### config.mk
export PLATFORM = sky130hd
export DESIGN_NAME = rms_row_flat
export DESIGN_NICKNAME = d
export VERILOG_FILES = /design/src/rtl/rms_pkg.sv /design/src/rtl/rms_if.sv /design/src/rtl/rms_row.sv /design/src/flat_wrapper.sv
export SDC_FILE = /design/constraint.sdc
export NUM_CORES = 1
export LEC_CHECK = 0
export ABC_CLOCK_PERIOD_IN_PS = 9070
export BUFFER_PORTS_ARGS = -buffer_cell sky130_fd_sc_hd__buf_2
export CORE_MARGIN = 2
export CORE_UTILIZATION = 42
export CTS_CLUSTER_DIAMETER = 40
export DETAILED_ROUTE_END_ITERATION = 10
export SLEW_MARGIN = 40
export SYNTH_ARGS = -nofsm -noshare
export SYNTH_HDL_FRONTEND = slang
export SYNTH_SLANG_ARGS = --single-unit
### constraint.sdc
create_clock -name clk -period 9.07 [get_ports clk]
set_clock_uncertainty 0.1 [all_clocks]
set_input_delay 0.907 -clock clk [delete_from_list [all_inputs] [get_ports clk]]
set_output_delay 0.907 -clock clk [all_outputs]
set_load 0.05 [all_outputs]
### src/rtl/rms_pkg.sv
package rms_pkg;

	localparam int ACC_W = 40;
	localparam int K_W   = 13;
	localparam int M_W   = 12;
	localparam int BUF_W = 14;
	localparam int IDX_W = 13;
	localparam int COL_W = 14;
	localparam int ADDR_W = 4;

	localparam logic [1:0] OP_LOAD   = 2'd0;
	localparam logic [1:0] OP_BIAS   = 2'd1;
	localparam logic [1:0] OP_WEIGHT = 2'd2;

	localparam logic [1:0] REG_INPUT_COUNT  = 2'd0;
	localparam logic [1:0] REG_OUTPUT_COUNT = 2'd1;
	localparam logic [1:0] REG_BUFFER_SIZE  = 2'd2;

	localparam logic signed [ACC_W-1:0] ACC_I32_MAX = 40'sd2147483647;
	localparam logic signed [ACC_W-1:0] ACC_I32_MIN = -40'sd2147483648;

	typedef struct packed {
		logic [K_W-1:0]   input_count;
		logic [M_W-1:0]   output_count;
		logic [BUF_W-1:0] buffer_size;
	} cfg_t;

	typedef struct packed {
		logic             en;
		logic [IDX_W-1:0] idx;
		logic [7:0]       value;
	} wr_req_t;

	typedef struct packed {
		logic             en;
		logic [COL_W-1:0] col;
	} rd_req_t;

	typedef struct packed {
		logic signed [ACC_W-1:0] value;
		logic                    changed;
	} clamp_t;

	typedef enum logic {
		ST_IDLE,
		ST_MAC
	} state_t;

	function automatic clamp_t clamp_i32(input logic signed [ACC_W-1:0] a);
		clamp_t r;
		r.value   = a;
		r.changed = 1'b0;
		if (a > ACC_I32_MAX) begin
			r.value   = ACC_I32_MAX;
			r.changed = 1'b1;
		end else if (a < ACC_I32_MIN) begin
			r.value   = ACC_I32_MIN;
			r.changed = 1'b1;
		end
		return r;
	endfunction

endpackage

### src/rtl/rms_if.sv
interface rms_item_if;
	logic               valid;
	logic               ready;
	logic [1:0]         operation;
	logic [12:0]        element_index;
	logic signed [7:0]  element_value;
	logic signed [31:0] bias_value;
	logic signed [15:0] weight_value;

	modport source (
		output valid, operation, element_index, element_value, bias_value, weight_value,
		input  ready
	);
	modport sink (
		input  valid, operation, element_index, element_value, bias_value, weight_value,
		output ready
	);
endinterface

interface rms_result_if;
	logic               valid;
	logic               ready;
	logic signed [31:0] row_value;
	logic               saturated;

	modport source (
		output valid, row_value, saturated,
		input  ready
	);
	modport sink (
		input  valid, row_value, saturated,
		output ready
	);
endinterface

### src/rtl/rms_row.sv
module rms_row
	import rms_pkg::*;
#(
	parameter int WEIGHT_BITS = 16
) (
	input  logic              clk,
	input  logic              arst_n,
	input  cfg_t              cfg,
	rms_item_if.sink          item,
	rms_result_if.source      result,
	output rd_req_t           rd,
	input  logic signed [7:0] rd_data
);

	localparam int PROD_W = 8 + WEIGHT_BITS;

	state_t state_q;
	state_t state_d;

	logic signed [ACC_W-1:0]       acc_q;
	logic [COL_W-1:0]              col_q;
	logic [BUF_W-1:0]              seg_q;
	logic                          active_q;
	logic                          clamped_q;
	logic signed [WEIGHT_BITS-1:0] w_s1;

	logic        out_valid_q;
	logic signed [31:0] row_value_q;
	logic        saturated_q;

	logic                    accept;
	logic                    take_weight;
	logic                    out_free;
	logic [COL_W-1:0]        row_len;
	logic [COL_W-1:0]        done_col;
	logic [BUF_W-1:0]        seg_next;
	logic                    last_col;
	logic                    seg_end;
	logic signed [PROD_W-1:0] prod;
	logic signed [ACC_W-1:0] sum;
	clamp_t                  clamped;
	logic                    mac_fire;

	assign accept      = item.valid && item.ready;
	assign take_weight = accept && (item.operation == OP_WEIGHT) && active_q;
	assign out_free    = !out_valid_q || result.ready;

	always_comb begin
		row_len  = COL_W'(cfg.input_count) + COL_W'(cfg.output_count);
		done_col = col_q + COL_W'(1);
		seg_next = seg_q + BUF_W'(1);
		last_col = done_col >= row_len;
		seg_end  = (cfg.buffer_size != '0) && (seg_next >= cfg.buffer_size);
		prod     = rd_data * w_s1;
		sum      = acc_q + ACC_W'(prod);
		clamped  = clamp_i32(sum);
		// the last column waits here until the output register is free
		mac_fire = (state_q == ST_MAC) && (!last_col || out_free);
	end

	// next state
	always_comb begin
		state_d = state_q;
		case (state_q)
			ST_IDLE: if (take_weight) state_d = ST_MAC;
			ST_MAC:  if (mac_fire) state_d = ST_IDLE;
			default: state_d = ST_IDLE;
		endcase
	end

	// outputs
	always_comb begin
		case (state_q)
			ST_IDLE: item.ready = 1'b1;
			ST_MAC:  item.ready = 1'b0;
			default: item.ready = 1'b0;
		endcase
		rd.en  = take_weight;
		rd.col = col_q;
	end

	always_ff @(posedge clk or negedge arst_n) begin
		if (!arst_n) begin
			state_q <= ST_IDLE;
		end else begin
			state_q <= state_d;
		end
	end

	always_ff @(posedge clk) begin
		if (take_weight) begin
			w_s1 <= item.weight_value[WEIGHT_BITS-1:0];
		end
	end

	always_ff @(posedge clk or negedge arst_n) begin
		if (!arst_n) begin
			acc_q     <= '0;
			col_q     <= '0;
			seg_q     <= '0;
			active_q  <= 1'b0;
			clamped_q <= 1'b0;
		end else if (accept && (item.operation == OP_BIAS)) begin
			acc_q     <= ACC_W'(item.bias_value);
			col_q     <= '0;
			seg_q     <= '0;
			active_q  <= 1'b1;
			clamped_q <= 1'b0;
		end else if (mac_fire) begin
			if (last_col) begin
				acc_q     <= '0;
				col_q     <= '0;
				seg_q     <= '0;
				active_q  <= 1'b0;
				clamped_q <= 1'b0;
			end else begin
				col_q <= done_col;
				if (seg_end) begin
					acc_q     <= clamped.value;
					seg_q     <= '0;
					clamped_q <= clamped_q || clamped.changed;
				end else begin
					acc_q <= sum;
					seg_q <= seg_next;
				end
			end
		end
	end

	always_ff @(posedge clk or negedge arst_n) begin
		if (!arst_n) begin
			out_valid_q <= 1'b0;
		end else if (mac_fire && last_col) begin
			out_valid_q <= 1'b1;
		end else if (result.ready) begin
			out_valid_q <= 1'b0;
		end
	end

	always_ff @(posedge clk) begin
		if (mac_fire && last_col) begin
			row_value_q <= clamped.value[31:0];
			saturated_q <= clamped_q || clamped.changed;
		end
	end

	assign result.valid     = out_valid_q;
	assign result.row_value = row_value_q;
	assign result.saturated = saturated_q;

endmodule

### src/flat_wrapper.sv
// flat-port wrapper written by rule: the top's interface ports become plain ports
module rms_row_flat import rms_pkg::*;
#(
	parameter int WEIGHT_BITS = 16
)
  (clk, arst_n, cfg, rd, rd_data, item_valid, item_operation, item_element_index, item_element_value, item_bias_value, item_weight_value, item_ready, result_valid, result_row_value, result_saturated, result_ready);
  rms_item_if item_i ();
  rms_result_if result_i ();
  input  logic clk;
  input  logic arst_n;
  input  cfg_t cfg;
  output rd_req_t rd;
  input  logic signed [7:0] rd_data;
  input wire logic [$bits(item_i.valid)-1:0] item_valid;
  input wire logic [$bits(item_i.operation)-1:0] item_operation;
  input wire logic [$bits(item_i.element_index)-1:0] item_element_index;
  input wire logic [$bits(item_i.element_value)-1:0] item_element_value;
  input wire logic [$bits(item_i.bias_value)-1:0] item_bias_value;
  input wire logic [$bits(item_i.weight_value)-1:0] item_weight_value;
  output wire logic [$bits(item_i.ready)-1:0] item_ready;
  output wire logic [$bits(result_i.valid)-1:0] result_valid;
  output wire logic [$bits(result_i.row_value)-1:0] result_row_value;
  output wire logic [$bits(result_i.saturated)-1:0] result_saturated;
  input wire logic [$bits(result_i.ready)-1:0] result_ready;
  assign item_i.valid = item_valid;
  assign item_i.operation = item_operation;
  assign item_i.element_index = item_element_index;
  assign item_i.element_value = item_element_value;
  assign item_i.bias_value = item_bias_value;
  assign item_i.weight_value = item_weight_value;
  assign item_ready = item_i.ready;
  assign result_valid = result_i.valid;
  assign result_row_value = result_i.row_value;
  assign result_saturated = result_i.saturated;
  assign result_i.ready = result_ready;
  rms_row #(.WEIGHT_BITS(WEIGHT_BITS)) u_core (.clk(clk), .arst_n(arst_n), .cfg(cfg), .item(item_i), .result(result_i), .rd(rd), .rd_data(rd_data));
endmodule
==> metrics <==
Setup crit start=rd_data[4]; Post-Route WL=40.2 mm; final hold vios=0; ys async rst share=0.595; GRT overflow=0; RSZ-0062 raised after global routing=false; #FFs+latches synth=~120; Worst Tran Pin Value=774 ps; total clock sinks=121; DP Wirelength=32.0 mm; Final Max Slew Viols=0; CP arrival=~8600 ps; R2R Setup Slk=approximately 760 ps; post_cts resized=0; layout cells sized above 1=0.136; cell taking the most area after synthesis=fa_1; largest net degree at the start of global routing=73; cell with the most instances after synthesis=fa_1; IO Pins=172; initial antenna violation count=4; Die ar.=around 37000 µm²; die height=~190 µm; sequential share of the synthesized area=0.221; post-synthesis cell type count=70; initial core utilization=0.429; Hold/Removal Path Class=in2async; top_reg_cell synth=dfrtp_1; Post-synth EDFFs=49; WP data required=9250 ps; root buffer cell=clkbuf_16; nature of the critical path endpoint=flip-flop; CTS tree=built; clock transition at the registers of the reported paths=60 ps; DR iter-0 viols=806; total track usage=0.232; synth warn=0; period utilisation layout=0.926; nets=2138; die width=192 µm; CTS buffer count=17; Max FO, Critical Path=33; Filler cells=3311; Reg2Reg Launch Point=u_core.w_s1[15]; H-tree levels=4; net count after synthesis=1996; mapped cell area=between 10000 and 15000 µm²; Setup crit start kind=input port; Max-Cap Viols=0; vias in the first global route=12300; drt wl/cell=18.6 µm; Slew HR=0.470; outcome=finished, final reports clean; Yosys top cell area share=0.260; kind of critical path=in2reg; most frequent cells after synthesis=fa_1, inv_1, nand2_1; row cnt=68; cells after synthesis=approximately 1600; r2r endpoint=u_core.acc_q[3]; Routed Antenna Nets=0; DRT Pass-1 Iters=5; Area Overhead vs Synth=13.0%; final setup fails=0; top cells by area, synth=fa_1, dfrtp_1, ha_1, edfxtp_1, inv_1; Avg Inst Size Synth=9.56 µm²; via count=11900; Clk Latency, worst-skew pair=440 ps; minimum clock period=8400 ps; port bufs=150; placer congestion estimate=0.910; worst setup path end=u_core.acc_q[3]; residual DRC count=0; achievable frequency=119 MHz; postcts setup bufs=0; Reg2Reg Depth=22; CTS hold repair buffers=0; vias per cell=5.49; core area=34600 µm²; wire length of the first global-routing pass=66.2 mm; setup TNS=0 ps; CTS max path bufs=2
==> metrics by stage <==
stage / worst slack, ps / hold slack [ps] / util / instance area (µm²) / cells
after detailed placement: 319 / 369 / 0.467 / 16200 / 2130
after floorplan: 713 / 350 / - / 14800 / 1552
after CTS: 750 / 392 / 0.484 / 16800 / 2162
final: 673 / 390 / 0.484 / 16800 / 2164
after global placement: 469 / 372 / 0.467 / 16200 / 2130
after global routing: 210 / 430 / 0.484 / 16800 / 2162
==> kinds of logic (layout without fill, tap and decap cells) <==
group                      count (synthesis)  in the layout  share of synthesized area
buffers and inverters                    232            387                     0.0619
xor gates and xnor gates                  68             68                     0.0401
muxes                                      5              5                    0.00337
and+or+nand+nor                          421            421                      0.139
other                                      0              2                          0
AOI/OAI and AO/OA                        383            383                      0.166
DFF                                      121            121                      0.221
adders and majority gates                322            322                      0.369
==> cell type report <==
cell class	count	area, µm²	share of cell area
Antenna cell	2	5.00	0.000299
Clock buffer	20	478	0.0285
Clock inverter	12	111	0.00664
Inverter	176	661	0.0394
Multi-Input combinational cell	1199	10700	0.636
Sequential cell	121	3270	0.195
Tap cell	455	569	0.0340
Timing Repair Buffer	179	1000	0.0596
==> worst min path at each step <==
stage                      endpoint
global placement    u_core.active_q
detailed placement  u_core.active_q
global route        u_core.active_q
floorplan           u_core.active_q
finish              u_core.col_q[1]
CTS                 u_core.active_q
==> state kept, by name, summed over array words and instances, names as in the netlist <==
name                     flops
u_core.result.valid          1
u_core.seg_q                14
u_core.w_s1                 16
u_core.result.row_value     32
u_core.active_q              1
u_core.state_q               1
u_core.clamped_q             1
u_core.result.saturated      1
u_core.acc_q                40
u_core.col_q                14
==> layer usage <==
| layer | track usage | part of all wire | routed length (µm) | vias to the layer above |
|---|---|---|---|---|
| met3 | 0.0426 | 0.052 | 2110 | 59 |
| met1 | 0.327 | 0.46 | 18600 | 5921 |
| met2 | 0.368 | 0.47 | 18700 | 304 |
| met4 | 0.0611 | 0.020 | 808 | 4 |
| met5 | 0 | 0.00062 | 25 | - |
| li1 | - | - | - | 5603 |
==> cell usage in the layout, fill, tap and decap left out, drive strengths merged, types with 25 or more instances in the layout <==
cell type / count
o21ai: 129
nand3: 37
fa: 193
and2: 76
xnor2: 41
buf: 179
xor2: 27
nor2: 90
ha: 129
dfrtp: 72
edfxtp: 49
a21oi: 86
nand2: 139
a21o: 25
inv: 179
==> worst max-delay path: stages <==
cell and delay [ps]:
buf_2 270, nand2_1 110, fa_1 590, fa_1 700
inv_1 540, fa_1 550, fa_1 490, ha_1 320
ha_1 450, nand2_1 120, nor2_1 290, o211ai_1 180
a2111oi_0 640, nor4_1 110, a311oi_1 300, buf_4 180
nand3_1 60, or4_1 540, ha_1 310, buf_4 330
nand2_1 240, a31oi_1 210, o21ai_0 100
Power is left out: the tool's default activity adds up to more than one toggle a clock period on the data nets, which glitch-free logic cannot reach.
