File: config.mk
export PLATFORM = sky130hd
export DESIGN_NAME = rms_cfg
export DESIGN_NICKNAME = d
export VERILOG_FILES = /design/src/rtl/rms_pkg.sv /design/src/rtl/rms_cfg.sv
export SDC_FILE = /design/constraint.sdc
export NUM_CORES = 1
export LEC_CHECK = 0
export BUFFER_PORTS_ARGS = -buffer_cell sky130_fd_sc_hd__clkbuf_2
export CAP_MARGIN = 10
export CORE_ASPECT_RATIO = 1.2
export CORE_MARGIN = 5
export CORE_UTILIZATION = 25
export DETAILED_ROUTE_END_ITERATION = 8
export PLACE_DENSITY_LB_ADDON = 0.08
export SLEW_MARGIN = 20
export SYNTH_ARGS = -nofsm -noshare
export SYNTH_HDL_FRONTEND = slang
export SYNTH_SLANG_ARGS = --single-unit
File: constraint.sdc
create_clock -name clk -period 1 [get_ports clk]
set_input_delay 0 -clock clk [delete_from_list [all_inputs] [get_ports clk]]
set_output_delay 0 -clock clk [all_outputs]
set_load 0.01 [all_outputs]
File: src/rtl/rms_pkg.sv
package rms_pkg;

	localparam int ACC_W = 40;
	localparam int K_W   = 13;
	localparam int M_W   = 12;
	localparam int BUF_W = 14;
	localparam int IDX_W = 13;
	localparam int COL_W = 14;
	localparam int ADDR_W = 4;

	localparam logic [1:0] OP_LOAD   = 2'd0;
	localparam logic [1:0] OP_BIAS   = 2'd1;
	localparam logic [1:0] OP_WEIGHT = 2'd2;

	localparam logic [1:0] REG_INPUT_COUNT  = 2'd0;
	localparam logic [1:0] REG_OUTPUT_COUNT = 2'd1;
	localparam logic [1:0] REG_BUFFER_SIZE  = 2'd2;

	localparam logic signed [ACC_W-1:0] ACC_I32_MAX = 40'sd2147483647;
	localparam logic signed [ACC_W-1:0] ACC_I32_MIN = -40'sd2147483648;

	typedef struct packed {
		logic [K_W-1:0]   input_count;
		logic [M_W-1:0]   output_count;
		logic [BUF_W-1:0] buffer_size;
	} cfg_t;

	typedef struct packed {
		logic             en;
		logic [IDX_W-1:0] idx;
		logic [7:0]       value;
	} wr_req_t;

	typedef struct packed {
		logic             en;
		logic [COL_W-1:0] col;
	} rd_req_t;

	typedef struct packed {
		logic signed [ACC_W-1:0] value;
		logic                    changed;
	} clamp_t;

	typedef enum logic {
		ST_IDLE,
		ST_MAC
	} state_t;

	function automatic clamp_t clamp_i32(input logic signed [ACC_W-1:0] a);
		clamp_t r;
		r.value   = a;
		r.changed = 1'b0;
		if (a > ACC_I32_MAX) begin
			r.value   = ACC_I32_MAX;
			r.changed = 1'b1;
		end else if (a < ACC_I32_MIN) begin
			r.value   = ACC_I32_MIN;
			r.changed = 1'b1;
		end
		return r;
	endfunction

endpackage

File: src/rtl/rms_cfg.sv
module rms_cfg
	import rms_pkg::*;
(
	input  logic              clk,
	input  logic              arst_n,
	input  logic              psel,
	input  logic              penable,
	input  logic              pwrite,
	input  logic [ADDR_W-1:0] paddr,
	input  logic [31:0]       pwdata,
	output logic [31:0]       prdata,
	output logic              pready,
	output cfg_t              cfg
);

	cfg_t       cfg_q;
	logic       wr_en;
	logic [1:0] reg_idx;

	assign pready  = 1'b1;
	assign wr_en   = psel && penable && pwrite;
	assign reg_idx = paddr[3:2];
	assign cfg     = cfg_q;

	always_ff @(posedge clk or negedge arst_n) begin
		if (!arst_n) begin
			cfg_q.input_count  <= K_W'(16);
			cfg_q.output_count <= M_W'(16);
			cfg_q.buffer_size  <= BUF_W'(16);
		end else if (wr_en) begin
			case (reg_idx)
				REG_INPUT_COUNT:  cfg_q.input_count  <= pwdata[K_W-1:0];
				REG_OUTPUT_COUNT: cfg_q.output_count <= pwdata[M_W-1:0];
				REG_BUFFER_SIZE:  cfg_q.buffer_size  <= pwdata[BUF_W-1:0];
				default: ;
			endcase
		end
	end

	always_comb begin
		case (reg_idx)
			REG_INPUT_COUNT:  prdata = 32'(cfg_q.input_count);
			REG_OUTPUT_COUNT: prdata = 32'(cfg_q.output_count);
			REG_BUFFER_SIZE:  prdata = 32'(cfg_q.buffer_size);
			default:          prdata = 32'd0;
		endcase
	end

endmodule

==> reports/results.ini, run 1 <==
[logic_synthesis]
yosys_warnings = 0
yosysSeqAreaShare_pct = 50.6
syn_area_per_cell_sq_um = 12.9
ys_types = 19
synth_cells = 150
synth_area_sq_um = 1940
synth_area_leaders = dfrtp_1, mux2_2, buf_4, mux2_4, mux2i_1
synth_top_area_share_pct = 46.5
synth-seq-cells = 39
synth_top_area_cell = dfrtp_1

[routing]
drt_wl_total_um = 5190
vias = 1497
drtIter0Drc = 21
remaining_drc_errors = 0
detail_route.wl_per_cell_um = 14.5
drt_pass1_iterations = 4
ant_nets = 0
via_per_inst = 4.17

[worst_setup_path]
end_kind = output port
start_kind = register
critPathKind = reg -> out
crit_fanout = 2
worstPathArrival_ns = 1.15
crit_required_ns = 1.00

[finish]
largest_reg_flops = 39
mostFrequentLayoutCells = clkbuf_2, dfrtp_1, mux2_2
diodes = 0
layout.nets = 307
layout_commonest_cell = clkbuf_2
post-route-util_pct = 37.6
drive_gt1_share_pct = 59.2
areaGrowthSynthToFinish_pct = 47.8

[outcome]
status = complete, but fails checks
violations = negative setup slack

[timing]
setup-tns-final_ns = -0.536
clock.fmax_mhz = 868
fin_ws_ns = -0.152
setup_viol_count_final = 14
fin_crit_sh_pct = 115
finalMaxSlewViolations = 0
rsz0062_at_grt = true
skew_ns = 0
min_period_ns = 1.15
hold_viol_final = 0

[global_route]
gr-total-overflow = 0
grt_antenna_before_repair = 0
grt_max_degree = 40
grt_pass1_wl_um = 8270
grt_pass1_vias = 1514
grt.total_usage_pct = 10.9

[clock_network]
numCtsBuffers = 5
clk_latency_ns = 0.29
clk_pin_slew_ns = 0.08
cts_tree = built
cts.htree.levels = 2
clock-sinks = 39
clock-root-buffer = clkbuf_8
cts_buffer_depth = 2

[floorplanning]
die_w_um = 90.3
core_sq_um = 7620
die-area_sq_um = 9610
initial_core_util_pct = 25.4
num_rows = 35
chipHeight_um = 106
io_pins = 113

[place]
port-buffer-count = 73
dp_hpwl_um = 3870
place_congestion = 0.686

[power_and_ir_drop]
p_seq_share_pct = 41.6
peakVddDrop_mv = 0.713
power_density_nw_per_um2 = 1900
switching_share_pct = 29.9
p_leak_uw = 0.00148
combPwrFrac_pct = 33.4
p_clk_share_pct = 25.0
switching_power_uw = 1630
p_int_uw = 3820

[worst_hold_path]
worstHoldPathType = in -> async

[run]
max_cap_viol_count = 0

-- timing repair --
action                                  in CTS  in global routing
pin swaps                                    1                  3
resized for setup                            3                 27
endpoints found under the setup margin      13                 17
hold endpoints to repair                    78                  0
hold buffers                                15                  0
buffers inserted                             4                 12
-- worst max-delay path, cell delays in order, from the launching register on --
cell     delay (ns)
dfstp_2        0.54
mux2i_1        0.06
o21ai_1        0.12
buf_2          0.14
-- power by group through the flow --
stage          clock network [uW]  registers [uW]  logic, uW
4_1_cts                      1410            2280       1650
3_3_place_gp                    0            2320       1500
3_5_place_dp                    0            2320       1510
5_1_grt                      1460            2320       1990
6_report                     1360            2270       1820
2_1_floorplan                   0            2420        709
-- cell usage after synthesis --
cell	instances
buf_2	2
clkbuf_1	2
mux2_2	29
nor2b_1	1
dfrtp_1	36
buf_6	1
and3b_1	1
dfstp_2	3
nor3b_2	1
buf_4	21
nor2_1	1
or3b_1	1
o21ai_0	12
nand3_1	1
nand2_1	12
mux2i_1	13
mux2_4	10
nor3_1	1
conb_1	2
-- kinds of logic after synthesis --
group | count (synthesis) | share of synthesized area (%)
and+or+nand+nor | 19 | 4.91
DFF | 39 | 50.6
muxes | 52 | 31.4
AOI/OAI and AO/OA | 12 | 3.10
other | 2 | 0.388
buffers and inverters | 26 | 9.63
-- cell type report --
class                           instances  area, sq um
Tap cell                               92          115
Clock buffer                            6         82.6
Clock inverter                          2         35.0
Multi-Input combinational cell        102          862
Timing Repair Buffer                  118          787
Sequential cell                        39          980
Fill cell                             784         4760
-- per-layer routing --
metal	vias to the layer above	wire length (um)	global-route usage (%)
li1	709	-	-
met1	735	2170	13.5
met2	48	2650	18.3
met3	5	312	3.33
met4	0	58	2.87
met5	-	0	0
-- through the flow --
step                total power [uW]  worst slack, ns  std cells  hold WS [ns]  cell area (sq um)
floorplan                       3120          -0.0744        167        -0.296               2050
global placement                3820           -0.203        321      -0.00395               2440
detailed placement              3830           -0.220        321      -0.00917               2440
CTS                             5340           -0.195        348         0.209               2760
global route                    5780           -0.222        359         0.257               2860
finish                          5450           -0.152        359         0.209               2860
-- final timing paths --
path | startpoint | end | slack, ns | cells after the start
worst min-delay path | arst_n | cfg[12]$_DFFE_PN0P_ | 0.21 | 3
max in group asynchronous | arst_n | cfg[4]$_DFFE_PN1P_ | 0.52 | 3
worst max-delay path | cfg[30]$_DFFE_PN1P_ | prdata[4] | -0.15 | 3
worst min register to register | cfg[13]$_DFFE_PN0P_ | cfg[13]$_DFFE_PN0P_ | 0.54 | 1
min in group clk | penable | cfg[36]$_DFFE_PN0P_ | 0.33 | 5
worst max register to register | cfg[30]$_DFFE_PN1P_ | cfg[30]$_DFFE_PN1P_ | 0.08 | 3
Note: power is estimated with default switching activity, not from simulation.
==> inputs of run 2 (changes only) <==
==> constraint.sdc (replaced) <==
create_clock -name clk -period 1 [get_ports clk]
set_input_delay 0 -clock clk [delete_from_list [all_inputs] [get_ports clk]]
set_output_delay 0 -clock clk [all_outputs]
set_load 0.02 [all_outputs]
==> run 2 against run 1 <==
Against the previous run: the flow still finishes with violations (negative setup slack); total power increased by 12%; flip-flop and latch count unchanged; sequential power decreased by 2%; utilization increased by 2.8 points; via count increased by 2.9%; critical endpoint unchanged; fmax decreased by 1.7%; highest routed layer unchanged; hold slack got worse by 0.13 ns; critical path type unchanged; largest power group is now combinational logic.
==> reports/results.ini, run 2 (synthesis results as in run 1) <==
[timing]
setup-tns-final_ns = -0.922
timing.hold.ws_ns = 0.0796
clock.fmax_mhz = 853
skew_ns = 0
rsz0062_at_grt = true
hold_viol_final = 0
fin_ws_ns = -0.172
min_period_ns = 1.17
setup_viol_count_final = 15
fin_crit_sh_pct = 117
finalMaxSlewViolations = 0

[finish]
stdcell_area_sq_um = 3070
drive_gt1_share_pct = 59.7
layout_commonest_cell = clkbuf_2
mostFrequentLayoutCells = clkbuf_2, buf_4, dfrtp_1
layout.nets = 313
nFillCells = 745
stdcell_count = 365
areaGrowthSynthToFinish_pct = 58.7
diodes = 0
multi_input_area_sq_um = 893
regArea_sq_um = 980
largest_reg_flops = 39

[worst_setup_path]
crit_path_start = cfg[30]$_DFFE_PN1P_
worst-r2r-cell-count = 3
end_kind = output port
critPathKind = reg -> out
r2r_start = cfg[30]$_DFFE_PN1P_
crit_fanout = 2
r2r-end = cfg[30]$_DFFE_PN1P_
start_kind = register
worstPathArrival_ns = 1.17
crit_required_ns = 1.00
crit_path_end = prdata[4]
rrSetupSlack_ns = 0.07

[floorplanning]
initial_core_util_pct = 25.4
die_w_um = 90.3
die-area_sq_um = 9610
num_rows = 35
core_sq_um = 7620
io_pins = 113
chipHeight_um = 106

[outcome]
violations = negative setup slack
status = complete, but fails checks

[global_route]
gr-total-overflow = 0
grt_pass1_wl_um = 8740
grt_pass1_vias = 1641
grt.total_usage_pct = 11.5
grt_antenna_before_repair = 0
grt_max_degree = 35

[routing]
remaining_drc_errors = 0
detail_route.wl_per_cell_um = 15.2
drt_wl_total_um = 5560
ant_nets = 0
drt_pass1_iterations = 4
vias = 1541
drtIter0Drc = 23
via_per_inst = 4.22

[place]
dp.cells = 317
dp_hpwl_um = 3830
place_congestion = 0.699
port-buffer-count = 73
place_area_sq_um = 2470

[power_and_ir_drop]
power_uw = 6120
p_leak_uw = 0.00156
power_density_nw_per_um2 = 1990
peakVddDrop_mv = 0.743

[clock_network]
cts.htree.levels = 2
cts_buffer_depth = 2
clock-sinks = 39
clock-root-buffer = clkbuf_8
numCtsBuffers = 5
clk_pin_slew_ns = 0.08
clk_latency_ns = 0.28
cts_tree = built

[worst_hold_path]
worstHoldPathType = in -> async

[run]
max_cap_viol_count = 0

==> run 2: cell count changes in the layout (fill, tap and decap cells not counted), moves of 3 or more <==
cell | previous run | this run
buf_6 | 5 | 14
mux2_2 | 29 | 20
buf_4 | 26 | 40
mux2_4 | 10 | 19
clkbuf_2 | 64 | 42
buf_8 | 1 | 4
==> run 2: layout make-up <==
class                   instances  area share, %
well taps                      92           3.75
flip-flops and latches         39           31.9
clock buffers                   7           3.14
repair buffers                124           31.9
multi-input cells             102           29.1
clock inverters                 1          0.244
==> run 2: worst min path at each step <==
stage | from | to | slack (ns) | depth (start not counted)
after global placement | arst_n | cfg[32]$_DFFE_PN0P_ | -0.14 | 1
after global routing | arst_n | cfg[31]$_DFFE_PN0P_ | 0.09 | 2
after floorplan | arst_n | cfg[0]$_DFFE_PN0P_ | -0.30 | 0
final | arst_n | cfg[32]$_DFFE_PN0P_ | 0.08 | 2
after detailed placement | arst_n | cfg[32]$_DFFE_PN0P_ | -0.14 | 1
after CTS | arst_n | cfg[31]$_DFFE_PN0P_ | 0.07 | 2
==> run 2: what timing repair did <==
item	4_1_cts	5_1_grt
gates resized for setup	20	55
pin swaps	1	0
hold buffers	15	0
setup endpoints to repair	17	29
setup buffers	22	3
endpoints found under the hold margin	75	0
==> run 2: metrics by stage <==
step	worst slack (ns)	utilization (%)
after floorplan	-0.0744	-
final	-0.172	40.3
after global placement	-0.200	32.5
after global routing	-0.230	40.3
after detailed placement	-0.231	32.5
after CTS	-0.196	38.9
==> run 2: power by group <==
| part | switching (uW) | total, uW | leakage, uW | internal (uW) |
|---|---|---|---|---|
| clock | 562 | 1190 | 0.0000505 | 628 |
| combinational | 1300 | 2710 | 0.00104 | 1410 |
| sequential | 257 | 2220 | 0.000473 | 1970 |
| total | 2120 | 6120 | 0.00156 | 4000 |
==> run 2: critical path, stage by stage, from the launching register on <==
cell     delay (ns)
dfstp_2        0.55
mux2i_1        0.06
o21ai_1        0.12
buf_4          0.15
==> run 2: layer usage <==
metal,vias up,track usage (%),routed length [um]
li1,725,-,-
met3,5,3.61,424
met5,-,0,0
met2,65,19.4,2770
met1,746,14.3,2340
met4,0,2.87,25
==> inputs of run 3 (changes only) <==
ABC_AREA = 1   (was default)
==> run 3 against run 2 <==
Against the previous run: flip-flop and latch count did not move; the run still ends with negative setup slack left; total power fell by 6.1%; fmax rose by 5.1%; cell area rose by 5.8%; register-to-register slack got worse by 0.04 ns; hold slack improved by 0.041 ns; largest cell class is now non-clock buffers; sequential share of layout area fell by 1.8 points; critical endpoint unchanged.
==> reports/results.ini, run 3 <==
[floorplanning]
io_pins = 113
core_sq_um = 7660
die_w_um = 90.7
num_rows = 35
initial_core_util_pct = 25.5
die-area_sq_um = 9700
chipHeight_um = 107

[logic_synthesis]
synth_edf_count = 0
synth_top_area_cell = dfrtp_1
synth_area_sq_um = 1960
ys_types = 16
yosys_warnings = 0
synth-seq-cells = 39
ys_async_sr_fraction_pct = 100
synth_area_leaders = dfrtp_1, nand2_1, buf_4, dfstp_2, nand3_1
synth_top_area_share_pct = 46.1
ys.flop_type = dfrtp_1
synth_cells = 257
syn_area_per_cell_sq_um = 7.61
yosysSeqAreaShare_pct = 50.1
yosysMostFrequentCell = nand2_1
netlist_top_cells_count = nand2_1, dfrtp_1, buf_4

[global_route]
grt_pass1_vias = 1926
grt_antenna_before_repair = 0
gr-total-overflow = 0
grt_max_degree = 22
grt.total_usage_pct = 13.1
grt_pass1_wl_um = 9890

[timing]
clock.fmax_mhz = 897
setup-tns-final_ns = -0.248
fin_ws_ns = -0.115
hold_viol_final = 0
rsz0062_at_grt = true
fin_crit_sh_pct = 112
setup_viol_count_final = 7
min_period_ns = 1.12
skew_ns = 0
finalMaxSlewViolations = 0

[finish]
layout.nets = 441
diodes = 0
largest_reg_flops = 39
drive_gt1_share_pct = 41.6
layout_commonest_cell = nand2_1
mostFrequentLayoutCells = nand2_1, buf_4, clkbuf_2
post-route-util_pct = 42.4
areaGrowthSynthToFinish_pct = 66.2
stdcell_count = 493

[place]
port-buffer-count = 73
place_congestion = 0.725
dp_hpwl_um = 4640
dp.cells = 427

[power_and_ir_drop]
p_leak_uw = 0.00189
peakVddDrop_mv = 0.863
switching_share_pct = 36.2
p_clk_share_pct = 18.2
p_int_uw = 3670
combPwrFrac_pct = 44.4
p_seq_share_pct = 37.4
power_density_nw_per_um2 = 1770
switching_power_uw = 2080

[routing]
detail_route.wl_per_cell_um = 13.3
wl_met3_um = 352
ant_nets = 0
via_per_inst = 4.08
wl_met2_um = 3480
routed.top_layer = met4
drt_pass1_iterations = 4
drt-met1-wl_um = 2640
remaining_drc_errors = 0
drt_wl_total_um = 6540
vias = 2013
drtIter0Drc = 32

[worst_setup_path]
r2r_start = cfg[4]$_DFFE_PN1P_
rrSetupSlack_ns = 0.03
end_kind = output port
critPathKind = reg -> out
worstPathArrival_ns = 1.12
crit_fanout = 3
r2r-end = cfg[4]$_DFFE_PN1P_
worst-r2r-cell-count = 5
start_kind = register
crit_required_ns = 1.00

[worst_hold_path]
hp-start = penable
hold_end = cfg[2]$_DFFE_PN0P_
hold_depth = 5
worstHoldPathType = in -> reg

[clock_network]
cts_tree = built
clk_pin_slew_ns = 0.08
cts.htree.levels = 2
clock-root-buffer = clkbuf_8
numCtsBuffers = 5
clock-sinks = 39
cts_buffer_depth = 2
clk_latency_ns = 0.28

[run]
max_cap_viol_count = 0

[outcome]
violations = negative setup slack
status = complete, but fails checks

-- run 3: cell types whose count changed in the layout (fill, tap and decap cells not counted), moves of 11 or more --
cell and delta:
buf_4 +11, nand3_2 +11, mux2_4 -19, mux2i_1 -13, mux2_2 -20, nand2_1 +146, o21ai_1 -12
-- run 3: kinds of logic (layout without fill, tap and decap cells) --
group,after synthesis,after routing,share of synthesized area [%]
other cells,2,19,0.384
simple gates,182,182,37.9
flops,39,39,50.1
buf+inv,34,161,11.6
-- run 3: worst max-delay path, stage by stage, from the launching register on --
cell      delay [ns]
dfstp_2         0.56
nand2_1         0.06
nand3_1         0.07
clkbuf_8        0.14
-- run 3: what timing repair did --
item                                    in CTS  in global routing
buffers inserted                            28                 15
gates resized for setup                     24                 63
hold endpoints to repair                    78                  0
pin swaps                                   13                 15
endpoints found under the setup margin      15                 28
hold buffers                                15                  0
-- run 3: worst max-delay path by stage --
| stage | startpoint | to | cells after the start |
|---|---|---|---|
| after floorplan | cfg[18]$_DFFE_PN1P_ | prdata[4] | 2 |
| after global placement | paddr[3] | cfg[25]$_DFFE_PN0P_ | 8 |
| after detailed placement | paddr[3] | cfg[22]$_DFFE_PN0P_ | 8 |
| after CTS | cfg[18]$_DFFE_PN1P_ | prdata[4] | 3 |
| after global routing | cfg[4]$_DFFE_PN1P_ | prdata[4] | 3 |
| final | cfg[30]$_DFFE_PN1P_ | prdata[4] | 3 |
-- run 3: per-stage QoR --
| stage | cell area [sq um] | setup WS (ns) | hold slack (ns) | power (uW) |
|---|---|---|---|---|
| after floorplan | 2020 | 0.169 | -0.296 | 3200 |
| after global placement | 2440 | 0.115 | -0.00598 | 3830 |
| after detailed placement | 2440 | 0.100 | -0.00787 | 3840 |
| after CTS | 2990 | -0.124 | 0.111 | 5400 |
| after global routing | 3250 | -0.158 | 0.134 | 6090 |
| final | 3250 | -0.115 | 0.121 | 5750 |
-- run 3: metal layers --
layer  up-vias  global-route usage, %
li1       1023                      -
met1       932                   14.6
met2        53                   24.6
met4         0                   3.19
met5         -                      0
met3         5                   3.16
-- run 3: final cells by class --
type | instances | area (sq um)
well taps | 92 | 115
multi-input cells | 201 | 866
clock inverters | 1 | 5.00
fillers | 812 | 4410
flip-flops and latches | 39 | 980
inverters | 6 | 22.5
repair buffers | 147 | 1190
clock buffers | 7 | 76.3
-- run 3: power by group through the flow --
stage / Clock (uW) / Combinational, uW / Sequential (uW)
CTS: 1090 / 2170 / 2140
global placement: 0 / 1600 / 2220
detailed placement: 0 / 1610 / 2230
floorplan: 0 / 623 / 2580
global route: 1140 / 2760 / 2190
finish: 1050 / 2550 / 2150
